**src/rtl/dar_pkg.sv**
```systemverilog
`timescale 1ns / 1ps
// ----------------------------------------------------------------------------
// dar_pkg: shared types and constants for the duplicate address registry
// Request, table entry and reply layouts, status codes and the command and
// status bundles between the controller and the datapath.
// ----------------------------------------------------------------------------
package dar_pkg;

    localparam int TABLE_DEPTH_DEF = 16;
    localparam int NUM_IFACES      = 4;

    localparam int IFACE_W = 2;
    localparam int ADDR_W  = 64;
    localparam int EUI_W   = 64;
    localparam int LIFE_W  = 16;
    localparam int STAT_W  = 2;
    localparam int CFG_W   = 4;

    localparam int IN_TDATA_W  = 344;
    localparam int OUT_TDATA_W = 344;

    localparam logic [STAT_W-1:0] ST_SUCCESS    = 2'd0;
    localparam logic [STAT_W-1:0] ST_DUPLICATE  = 2'd1;
    localparam logic [STAT_W-1:0] ST_TABLE_FULL = 2'd2;

    typedef struct packed {
        logic [IFACE_W-1:0] iface;
        logic [ADDR_W-1:0]  src_hi;
        logic [ADDR_W-1:0]  src_lo;
        logic [ADDR_W-1:0]  reg_hi;
        logic [ADDR_W-1:0]  reg_lo;
        logic [EUI_W-1:0]   eui;
        logic [LIFE_W-1:0]  life;
    } t_req;

    typedef struct packed {
        logic [IFACE_W-1:0] iface;
        logic [ADDR_W-1:0]  addr_hi;
        logic [ADDR_W-1:0]  addr_lo;
        logic [EUI_W-1:0]   owner;
        logic [LIFE_W-1:0]  lifetime;
    } t_entry;

    typedef struct packed {
        logic [IFACE_W-1:0] iface;
        logic [STAT_W-1:0]  status;
        logic [LIFE_W-1:0]  life;
        logic [EUI_W-1:0]   eui;
        logic [ADDR_W-1:0]  reg_hi;
        logic [ADDR_W-1:0]  reg_lo;
        logic [ADDR_W-1:0]  dst_hi;
        logic [ADDR_W-1:0]  dst_lo;
    } t_rsp;

    typedef struct packed {
        logic              load_req;
        logic              step;
        logic              commit;
        logic              wr_en;
        logic              wr_hit;
        logic              inc_fill;
        logic [STAT_W-1:0] status;
    } t_cmd;

    typedef struct packed {
        logic drop;
        logic more;
        logic rd_pend;
        logic hit;
        logic own_eq;
        logic full;
        logic out_busy;
    } t_sts;

endpackage

```
**src/rtl/duplicate_address_registry.sv**
```systemverilog
`timescale 1ns / 1ps
// Timing: a dropped request returns from FILTER to IDLE with no reply; otherwise
// it passes FILTER, SCAN and RESOLVE and the reply is registered in the output
// register, RESOLVE waiting while that register still holds an unaccepted word
// (scan stops early on a hit). A new request is taken only in IDLE, after the
// last one is resolved; the scan of the entry memory, one entry a cycle, sets the rate.
// Reset: synchronous, active low; empties the table and disables all ifaces.
// ----------------------------------------------------------------------------
// duplicate_address_registry: border router duplicate address detection
// Filters registration requests, looks up the shared registry and answers
// success, duplicate or table full while inserting or refreshing entries.
// ----------------------------------------------------------------------------
module duplicate_address_registry #(
    parameter int TABLE_DEPTH = dar_pkg::TABLE_DEPTH_DEF
) (
    input  logic                             i_clk,
    input  logic                             i_rst_n,
    input  logic                             s_axis_tvalid,
    output logic                             s_axis_tready,
    // iface, src_addr_hi, src_addr_lo, reg_addr_hi, reg_addr_lo, owner_eui,
    // reg_lifetime, zero pad
    input  logic [dar_pkg::IN_TDATA_W-1:0]   s_axis_tdata,
    output logic                             m_axis_tvalid,
    input  logic                             m_axis_tready,
    // out_iface, status, out_lifetime, out_eui, out_reg_hi, out_reg_lo,
    // dst_addr_hi, dst_addr_lo, zero pad
    output logic [dar_pkg::OUT_TDATA_W-1:0]  m_axis_tdata,
    input  logic                             i_cfg_valid,
    output logic                             o_cfg_ready,
    input  logic [dar_pkg::CFG_W-1:0]        i_cfg_data
);
    import dar_pkg::*;

    t_req w_req;
    t_rsp w_rsp;
    t_cmd w_cmd;
    t_sts w_sts;

    assign w_req.iface  = s_axis_tdata[1:0];
    assign w_req.src_hi = s_axis_tdata[65:2];
    assign w_req.src_lo = s_axis_tdata[129:66];
    assign w_req.reg_hi = s_axis_tdata[193:130];
    assign w_req.reg_lo = s_axis_tdata[257:194];
    assign w_req.eui    = s_axis_tdata[321:258];
    assign w_req.life   = s_axis_tdata[337:322];

    assign o_cfg_ready = 1'b1;

    dar_ctrl u_ctrl (
        .i_clk     (i_clk),
        .i_rst_n   (i_rst_n),
        .i_s_valid (s_axis_tvalid),
        .o_s_ready (s_axis_tready),
        .i_sts     (w_sts),
        .o_cmd     (w_cmd)
    );

    dar_dpath #(
        .TABLE_DEPTH (TABLE_DEPTH)
    ) u_dpath (
        .i_clk       (i_clk),
        .i_rst_n     (i_rst_n),
        .i_cmd       (w_cmd),
        .o_sts       (w_sts),
        .i_req       (w_req),
        .i_cfg_valid (i_cfg_valid),
        .i_cfg_data  (i_cfg_data),
        .o_out_valid (m_axis_tvalid),
        .i_out_ready (m_axis_tready),
        .o_out       (w_rsp)
    );

    assign m_axis_tdata = {4'b0, w_rsp.dst_lo, w_rsp.dst_hi, w_rsp.reg_lo, w_rsp.reg_hi,
                           w_rsp.eui, w_rsp.life, w_rsp.status, w_rsp.iface};

endmodule

```
**src/rtl/dar_ctrl.sv**
```systemverilog
`timescale 1ns / 1ps
// ----------------------------------------------------------------------------
// dar_ctrl: request sequencer
// Accepts a request, filters it, walks the table scan and resolves the
// outcome into a table write and a reply word.
// ----------------------------------------------------------------------------
module dar_ctrl (
    input  logic          i_clk,
    input  logic          i_rst_n,
    input  logic          i_s_valid,
    output logic          o_s_ready,
    input  dar_pkg::t_sts i_sts,
    output dar_pkg::t_cmd o_cmd
);
    import dar_pkg::*;

    localparam logic [1:0] S_IDLE    = 2'd0;
    localparam logic [1:0] S_FILTER  = 2'd1;
    localparam logic [1:0] S_SCAN    = 2'd2;
    localparam logic [1:0] S_RESOLVE = 2'd3;

    logic [1:0] r_state;
    logic [1:0] n_state;

    assign o_s_ready = (r_state == S_IDLE);

    always_comb begin
        n_state = r_state;
        o_cmd   = '0;
        o_cmd.load_req = i_s_valid && o_s_ready;
        case (r_state)
            S_IDLE: begin
                if (o_cmd.load_req) begin
                    n_state = S_FILTER;
                end
            end
            S_FILTER: begin
                n_state = i_sts.drop ? S_IDLE : S_SCAN;
            end
            S_SCAN: begin
                if (i_sts.hit) begin
                    n_state = S_RESOLVE;
                end else if (i_sts.more) begin
                    o_cmd.step = 1'b1;
                end else if (!i_sts.rd_pend) begin
                    n_state = S_RESOLVE;
                end
            end
            S_RESOLVE: begin
                // hold until the reply register can take a new word
                if (!i_sts.out_busy) begin
                    o_cmd.commit = 1'b1;
                    if (i_sts.hit) begin
                        if (i_sts.own_eq) begin
                            o_cmd.wr_en  = 1'b1;
                            o_cmd.wr_hit = 1'b1;
                            o_cmd.status = ST_SUCCESS;
                        end else begin
                            o_cmd.status = ST_DUPLICATE;
                        end
                    end else if (!i_sts.full) begin
                        o_cmd.wr_en    = 1'b1;
                        o_cmd.inc_fill = 1'b1;
                        o_cmd.status   = ST_SUCCESS;
                    end else begin
                        o_cmd.status = ST_TABLE_FULL;
                    end
                    n_state = S_IDLE;
                end
            end
            default: begin
                n_state = S_IDLE;
            end
        endcase
    end

    always_ff @(posedge i_clk) begin
        if (!i_rst_n) begin
            r_state <= S_IDLE;
        end else begin
            r_state <= n_state;
        end
    end

    a_step_in_scan: assert property (@(posedge i_clk) disable iff (!i_rst_n)
        o_cmd.step |-> (r_state == S_SCAN) && i_sts.more && !i_sts.hit)
        else $error("table read issued outside the scan or past the fill level");

    a_commit_free: assert property (@(posedge i_clk) disable iff (!i_rst_n)
        o_cmd.commit |-> !i_sts.out_busy)
        else $error("reply committed while the output word is still held");

    a_drop_no_scan: assert property (@(posedge i_clk) disable iff (!i_rst_n)
        (r_state == S_FILTER) && i_sts.drop |=> (r_state == S_IDLE))
        else $error("dropped request entered the scan");

endmodule

```
**src/rtl/dar_dpath.sv**
```systemverilog
`timescale 1ns / 1ps
// ----------------------------------------------------------------------------
// dar_dpath: registry datapath
// Request register, interface enable register, entry memory with registered
// read, scan compare, fill counter and the reply output register.
// ----------------------------------------------------------------------------
module dar_dpath #(
    parameter int TABLE_DEPTH = dar_pkg::TABLE_DEPTH_DEF
) (
    input  logic                       i_clk,
    input  logic                       i_rst_n,
    input  dar_pkg::t_cmd              i_cmd,
    output dar_pkg::t_sts              o_sts,
    input  dar_pkg::t_req              i_req,
    input  logic                       i_cfg_valid,
    input  logic [dar_pkg::CFG_W-1:0]  i_cfg_data,
    output logic                       o_out_valid,
    input  logic                       i_out_ready,
    output dar_pkg::t_rsp              o_out
);
    import dar_pkg::*;

    localparam int FW = $clog2(TABLE_DEPTH + 1);
    localparam int AW = (TABLE_DEPTH > 1) ? $clog2(TABLE_DEPTH) : 1;

    t_entry          r_mem [TABLE_DEPTH];
    t_entry          r_rd;
    t_entry          w_wr_data;
    logic [AW-1:0]   w_wr_addr;

    t_req            r_req;
    logic [CFG_W-1:0] r_enabled;
    logic [FW-1:0]   r_fill;
    logic [FW-1:0]   r_idx;
    logic            r_rd_vld;
    logic [AW-1:0]   r_rd_idx;
    logic            r_hit;
    logic            r_own_eq;
    logic [AW-1:0]   r_hit_idx;
    logic            r_out_vld;
    t_rsp            r_out;

    logic            w_match;
    logic            w_iface_ok;

    assign w_iface_ok = (32'(r_req.iface) < NUM_IFACES) && r_enabled[r_req.iface];

    always_comb begin
        o_sts          = '0;
        o_sts.drop     = (r_req.reg_hi[ADDR_W-1 -: 8] == 8'hFF)
                      || ((r_req.src_hi == '0) && (r_req.src_lo == '0))
                      || (r_req.src_hi[ADDR_W-1 -: 8] == 8'hFF)
                      || !w_iface_ok;
        o_sts.more     = (r_idx < r_fill);
        o_sts.rd_pend  = r_rd_vld;
        o_sts.hit      = r_hit;
        o_sts.own_eq   = r_own_eq;
        o_sts.full     = (r_fill == FW'(TABLE_DEPTH));
        o_sts.out_busy = r_out_vld && !i_out_ready;
    end

    assign w_match = r_rd_vld && !r_hit
                  && (r_rd.iface == r_req.iface)
                  && (r_rd.addr_hi == r_req.reg_hi)
                  && (r_rd.addr_lo == r_req.reg_lo);

    // insert and refresh both write the request's own fields
    always_comb begin
        w_wr_data.iface    = r_req.iface;
        w_wr_data.addr_hi  = r_req.reg_hi;
        w_wr_data.addr_lo  = r_req.reg_lo;
        w_wr_data.owner    = r_req.eui;
        w_wr_data.lifetime = r_req.life;
        w_wr_addr = i_cmd.wr_hit ? r_hit_idx : r_fill[AW-1:0];
    end

    always_ff @(posedge i_clk) begin
        if (i_cmd.wr_en) begin
            r_mem[w_wr_addr] <= w_wr_data;
        end
        if (i_cmd.step) begin
            r_rd <= r_mem[r_idx[AW-1:0]];
        end
    end

    always_ff @(posedge i_clk) begin
        if (i_cmd.load_req) begin
            r_req <= i_req;
        end
        if (i_cmd.step) begin
            r_rd_idx <= r_idx[AW-1:0];
        end
        if (w_match) begin
            r_hit_idx <= r_rd_idx;
            r_own_eq  <= (r_rd.owner == r_req.eui);
        end
        if (i_cmd.commit) begin
            r_out.iface  <= r_req.iface;
            r_out.status <= i_cmd.status;
            r_out.life   <= r_req.life;
            r_out.eui    <= r_req.eui;
            r_out.reg_hi <= r_req.reg_hi;
            r_out.reg_lo <= r_req.reg_lo;
            r_out.dst_hi <= r_req.src_hi;
            r_out.dst_lo <= r_req.src_lo;
        end
    end

    always_ff @(posedge i_clk) begin
        if (!i_rst_n) begin
            r_enabled <= '0;
            r_fill    <= '0;
            r_idx     <= '0;
            r_rd_vld  <= 1'b0;
            r_hit     <= 1'b0;
            r_out_vld <= 1'b0;
        end else begin
            if (i_cfg_valid) begin
                r_enabled <= i_cfg_data;
            end
            if (i_cmd.inc_fill) begin
                r_fill <= r_fill + 1'b1;
            end
            r_rd_vld <= i_cmd.step;
            if (i_cmd.load_req) begin
                r_idx <= '0;
                r_hit <= 1'b0;
            end else begin
                if (i_cmd.step) begin
                    r_idx <= r_idx + 1'b1;
                end
                if (w_match) begin
                    r_hit <= 1'b1;
                end
            end
            if (i_cmd.commit) begin
                r_out_vld <= 1'b1;
            end else if (i_out_ready) begin
                r_out_vld <= 1'b0;
            end
        end
    end

    assign o_out_valid = r_out_vld;
    assign o_out       = r_out;

    a_fill_bound: assert property (@(posedge i_clk) disable iff (!i_rst_n)
        r_fill <= FW'(TABLE_DEPTH))
        else $error("fill count beyond table depth");

    a_fill_step: assert property (@(posedge i_clk) disable iff (!i_rst_n)
        $past(i_rst_n) && (r_fill != $past(r_fill)) |-> r_fill == $past(r_fill) + 1'b1)
        else $error("fill count moved by other than one");

    a_read_filled: assert property (@(posedge i_clk) disable iff (!i_rst_n)
        i_cmd.step |-> r_idx < r_fill)
        else $error("read of an entry that was never written");

    a_insert_not_full: assert property (@(posedge i_clk) disable iff (!i_rst_n)
        i_cmd.inc_fill |-> !o_sts.full && !r_hit)
        else $error("insert into a full table or over a hit");

endmodule
```
**config.mk**
```make
export PLATFORM = sky130hd
export DESIGN_NAME = duplicate_address_registry
export DESIGN_NICKNAME = d
export VERILOG_FILES = /design/src/rtl/dar_pkg.sv /design/src/rtl/duplicate_address_registry.sv /design/src/rtl/dar_ctrl.sv /design/src/rtl/dar_dpath.sv
export SDC_FILE = /design/constraint.sdc
export NUM_CORES = 2
export LEC_CHECK = 0
export BUFFER_PORTS_ARGS = -buffer_cell sky130_fd_sc_hd__buf_2
export CAP_MARGIN = 20
export CORE_MARGIN = 2
export CORE_UTILIZATION = 55
export CTS_CLUSTER_SIZE = 30
export DETAILED_ROUTE_END_ITERATION = 6
export GPL_TIMING_DRIVEN = 0
export HOLD_SLACK_MARGIN = 0.05
export PLACE_DENSITY = 0.75
export SYNTH_ARGS = -nofsm -noshare
export SYNTH_HDL_FRONTEND = slang
export SYNTH_SLANG_ARGS = --single-unit
```
**constraint.sdc**
```tcl
create_clock -name i_clk -period 14.07 [get_ports i_clk]
set_input_delay 0.7035 -clock i_clk [delete_from_list [all_inputs] [get_ports i_clk]]
set_output_delay 0.7035 -clock i_clk [all_outputs]
set_load 0.02 [all_outputs]
```
==> results_dict.tcl <==
set metrics [dict create \
    cpPeakStageDelay_ns 0.86 \
    post-route-min-period_ns 4.758 \
    grt_pass1_vias 75557 \
    cp_cell_sequence "nand2b_1 > nand3_1 > inv_8 > nand3_1 > nor2_1 > a32oi_1 > nor2_4 > buf_16 > buf_12 > buf_16 > buf_12" \
    synth_top_area_share_pct 81.66 \
    ys_ff_latch 4004 \
    hold_path_class "in2reg" \
    crit_buf_inv 5 \
    die_h_um 520.2 \
    async_reset_ff_share_pct 0 \
    powerDensity_nw_per_um2 138.6 \
    synth_top_family_by_area "multiplexers" \
    ant_nets 0 \
    drt_pass1_iterations 6 \
    num_io_pins 700 \
    clock_sinks 4004 \
    outcome "finished, final reports clean" \
    cp_slowest_cell "nor2_4" \
    synth_compound_area_share_pct 0.3039 \
    drv_cap 0 \
    clk_latency_ns 0.98 \
    cts-root-buf "clkbuf_16" \
    synthSimpleGateAreaFrac_pct 0.9690 \
    cts_resized 0 \
    path_clk_slew_ns 0.07 \
    fin_nets 7692 \
    synth_cell_type_count 50 \
    vias_per_cell 6.658 \
    place.gp.congestion 0.9149 \
    grt_setup_unrepaired "false" \
    vias 74559 \
    antenna_found_initial 29 \
    wl_per_cell_um 37.55 \
    io_buffers 687 \
    dieArea_um2 270600 \
    h-tree-depth 5 \
    grt_overflow_total 0 \
    final.setup_skew_ns 0.08926 \
    cts_tree "done" \
    p_leak_nw 55.00 \
    detail_route.drc_violations 0 \
    ys_top_cells_by_count "edfxtp_1, mux4_2, clkbuf_1" \
    required_ns 14.69 \
    syn_to_final_growth_pct 19.48 \
    synth_fa_ha_area_share_pct 0.05976 \
    yosysSeqAreaShare_pct 81.92 \
    max_freq_mhz 210.2 \
    clockBufferDepth 4 \
    finalSetupViolations 0 \
    synth_warnings 0 \
    fp.coreArea_um2 265100 \
    peakVddDrop_v 0.0001230 \
    cp-end-kind "flip-flop" \
    synth_edf_count 3985 \
    avgSynthCellArea_um2 25.75 \
    die_w_um 520.2 \
    hold_viol_final 0 \
    groute.usage.overall_pct 30.95 \
    grt_pass1_wl_mm 582.1 \
    synth-main-ff-cell "edfxtp_1" \
    crit_type "reg2reg" \
    synthMuxAreaShare_pct 14.96 \
    grt_max_degree 119 \
    syn_area_um2 146500 \
    worstPathMaxFanout 56 \
    syn_inst 5692 \
    worst_slew_pin_slew_ns 1.301 \
    initial_utilization_pct 55.28 \
    synth-xor-area-share_pct 0.8546 \
    finalSetupTns_ns 0 \
    hpwl_mm 245.2 \
    synth.most_common_cell "edfxtp_1" \
    synth_top_cell_by_area "edfxtp_1" \
    critPathTopFamily "simple AND/OR/NAND/NOR gates" \
    cts_buffers 393 \
    slew_headroom_pct 13.26 \
    drive_above_1_share_pct 33.33 \
    std_cell_rows 189 \
    cp-start-kind "flip-flop" \
    arrival_ns 5.38 \
    slew_viol_final 0 \
    synth_area_leaders "edfxtp_1, mux4_2, xnor2_1, xor2_1, clkbuf_1" \
    final_core_util_pct 66.05 \
    wirelength_mm 420.5 \
    first_iter_violations 12288 \
    timing.final.crit_share_pct 33.81 \
]
## layout make-up
| class | count | area [um^2] |
|---|---|---|
| clock buffers | 475 | 10210 |
| diodes | 15 | 37.54 |
| multi-input cells | 1424 | 25290 |
| clock inverters | 238 | 2365 |
| inverters | 41 | 161.4 |
| well taps | 3533 | 4420 |
| plain buffers | 226 | 1215 |
| repair buffers | 1242 | 11350 |
| fillers | 15605 | 89990 |
| flip-flops and latches | 4004 | 120000 |
## cells by family after synthesis
| group | count (synthesis) |
|---|---|
| compound gates | 53 |
| xor+xnor | 143 |
| fa+ha+maj | 7 |
| buf+inv | 267 |
| flops | 4004 |
| mux | 977 |
| other cells | 2 |
| simple gates | 239 |
## layer usage
| metal | global-route usage [%] | up-vias | share of wire, % | wire length, um |
|---|---|---|---|---|
| li1 | - | 27889 | - | - |
| met1 | 39.24 | 38607 | 33 | 138900 |
| met2 | 50.15 | 6688 | 49 | 204100 |
| met3 | 7.206 | 1361 | 12 | 50070 |
| met4 | 16.69 | 14 | 6.5 | 27320 |
| met5 | 0 | - | 0.024 | 99 |
## where the power goes
group	switching (W)	leakage, nW	internal, W
combinational	0.000173	12.7	0.000140
clock	0.00466	6.12	0.00579
sequential	0.000258	36.2	0.0133
## metrics by stage
step	setup slack [ns]	total power, W	cells	hold slack, ns	cell area (um^2)
after detailed placement	9.224	0.01397	10119	0.4045	158900
after global routing	9.313	0.02474	11185	0.08066	175100
after global placement	-14.71	0.01398	9915	0.4005	154400
final	9.312	0.02427	11198	0.1089	175100
after floorplan	-0.6791	0.01372	5695	0.4003	146600
after CTS	9.566	0.02425	11175	0.05799	175000
## final timing paths
| check | from | slack, ns | depth (start not counted) | end |
|---|---|---|---|---|
| max | u_dpath.o_out_valid | 9.31 | 11 | u_dpath.r_mem[5][140] |
| min | s_axis_tdata[172] | 0.11 | 1 | u_dpath.r_req[186] |
| max reg2reg | u_dpath.o_out_valid | 9.31 | 11 | u_dpath.r_mem[5][140] |
| min reg2reg | u_dpath.r_req[14] | 0.42 | 0 | u_dpath.o_out[334] |
## timing repair
action	4_1_cts	5_1_grt
setup buffers	0	0
hold buffers	343	0
endpoints found under the hold margin	343	0
## sequential cells by signal, indices dropped and copies added, names as in the netlist, named ones only
| signal | cells |
|---|---|
| u_dpath.r_mem | 3104 |
| u_dpath.o_out | 340 |
| u_dpath.r_req | 338 |
| u_dpath.r_rd | 194 |
| u_dpath.r_fill | 5 |
| u_dpath.r_idx | 5 |
| u_dpath.r_enabled | 4 |
| u_dpath.r_hit_idx | 4 |
| u_dpath.r_rd_idx | 4 |
| u_ctrl.r_state | 1 |
| u_dpath.o_out_valid | 1 |
| u_dpath.r_hit | 1 |
| u_dpath.r_own_eq | 1 |
| u_dpath.r_rd_vld | 1 |
## placed cells by master, fill, tap and decap left out, types with 7 or more instances in the layout
cell type / count
edfxtp_1: 3985
mux4_2: 971
buf_2: 743
clkbuf_16: 395
dlygate4sd3_1: 343
clkbuf_1: 188
buf_12: 141
clkinv_1: 86
clkinv_2: 74
xnor2_1: 73
xor2_1: 69
nor4_1: 61
buf_16: 49
nand4_1: 40
nor2b_1: 39
buf_6: 39
inv_1: 36
nand2b_1: 33
bufinv_16: 32
dfxtp_1: 19
buf_8: 17
nor2_4: 16
diode_2: 15
nor2_1: 14
clkinvlp_4: 13
buf_1: 12
clkinv_16: 11
o2111ai_1: 10
a2111o_1: 9
nand2_1: 8
ha_1: 7
buf_4: 7
(Power assumes the default switching activity.)
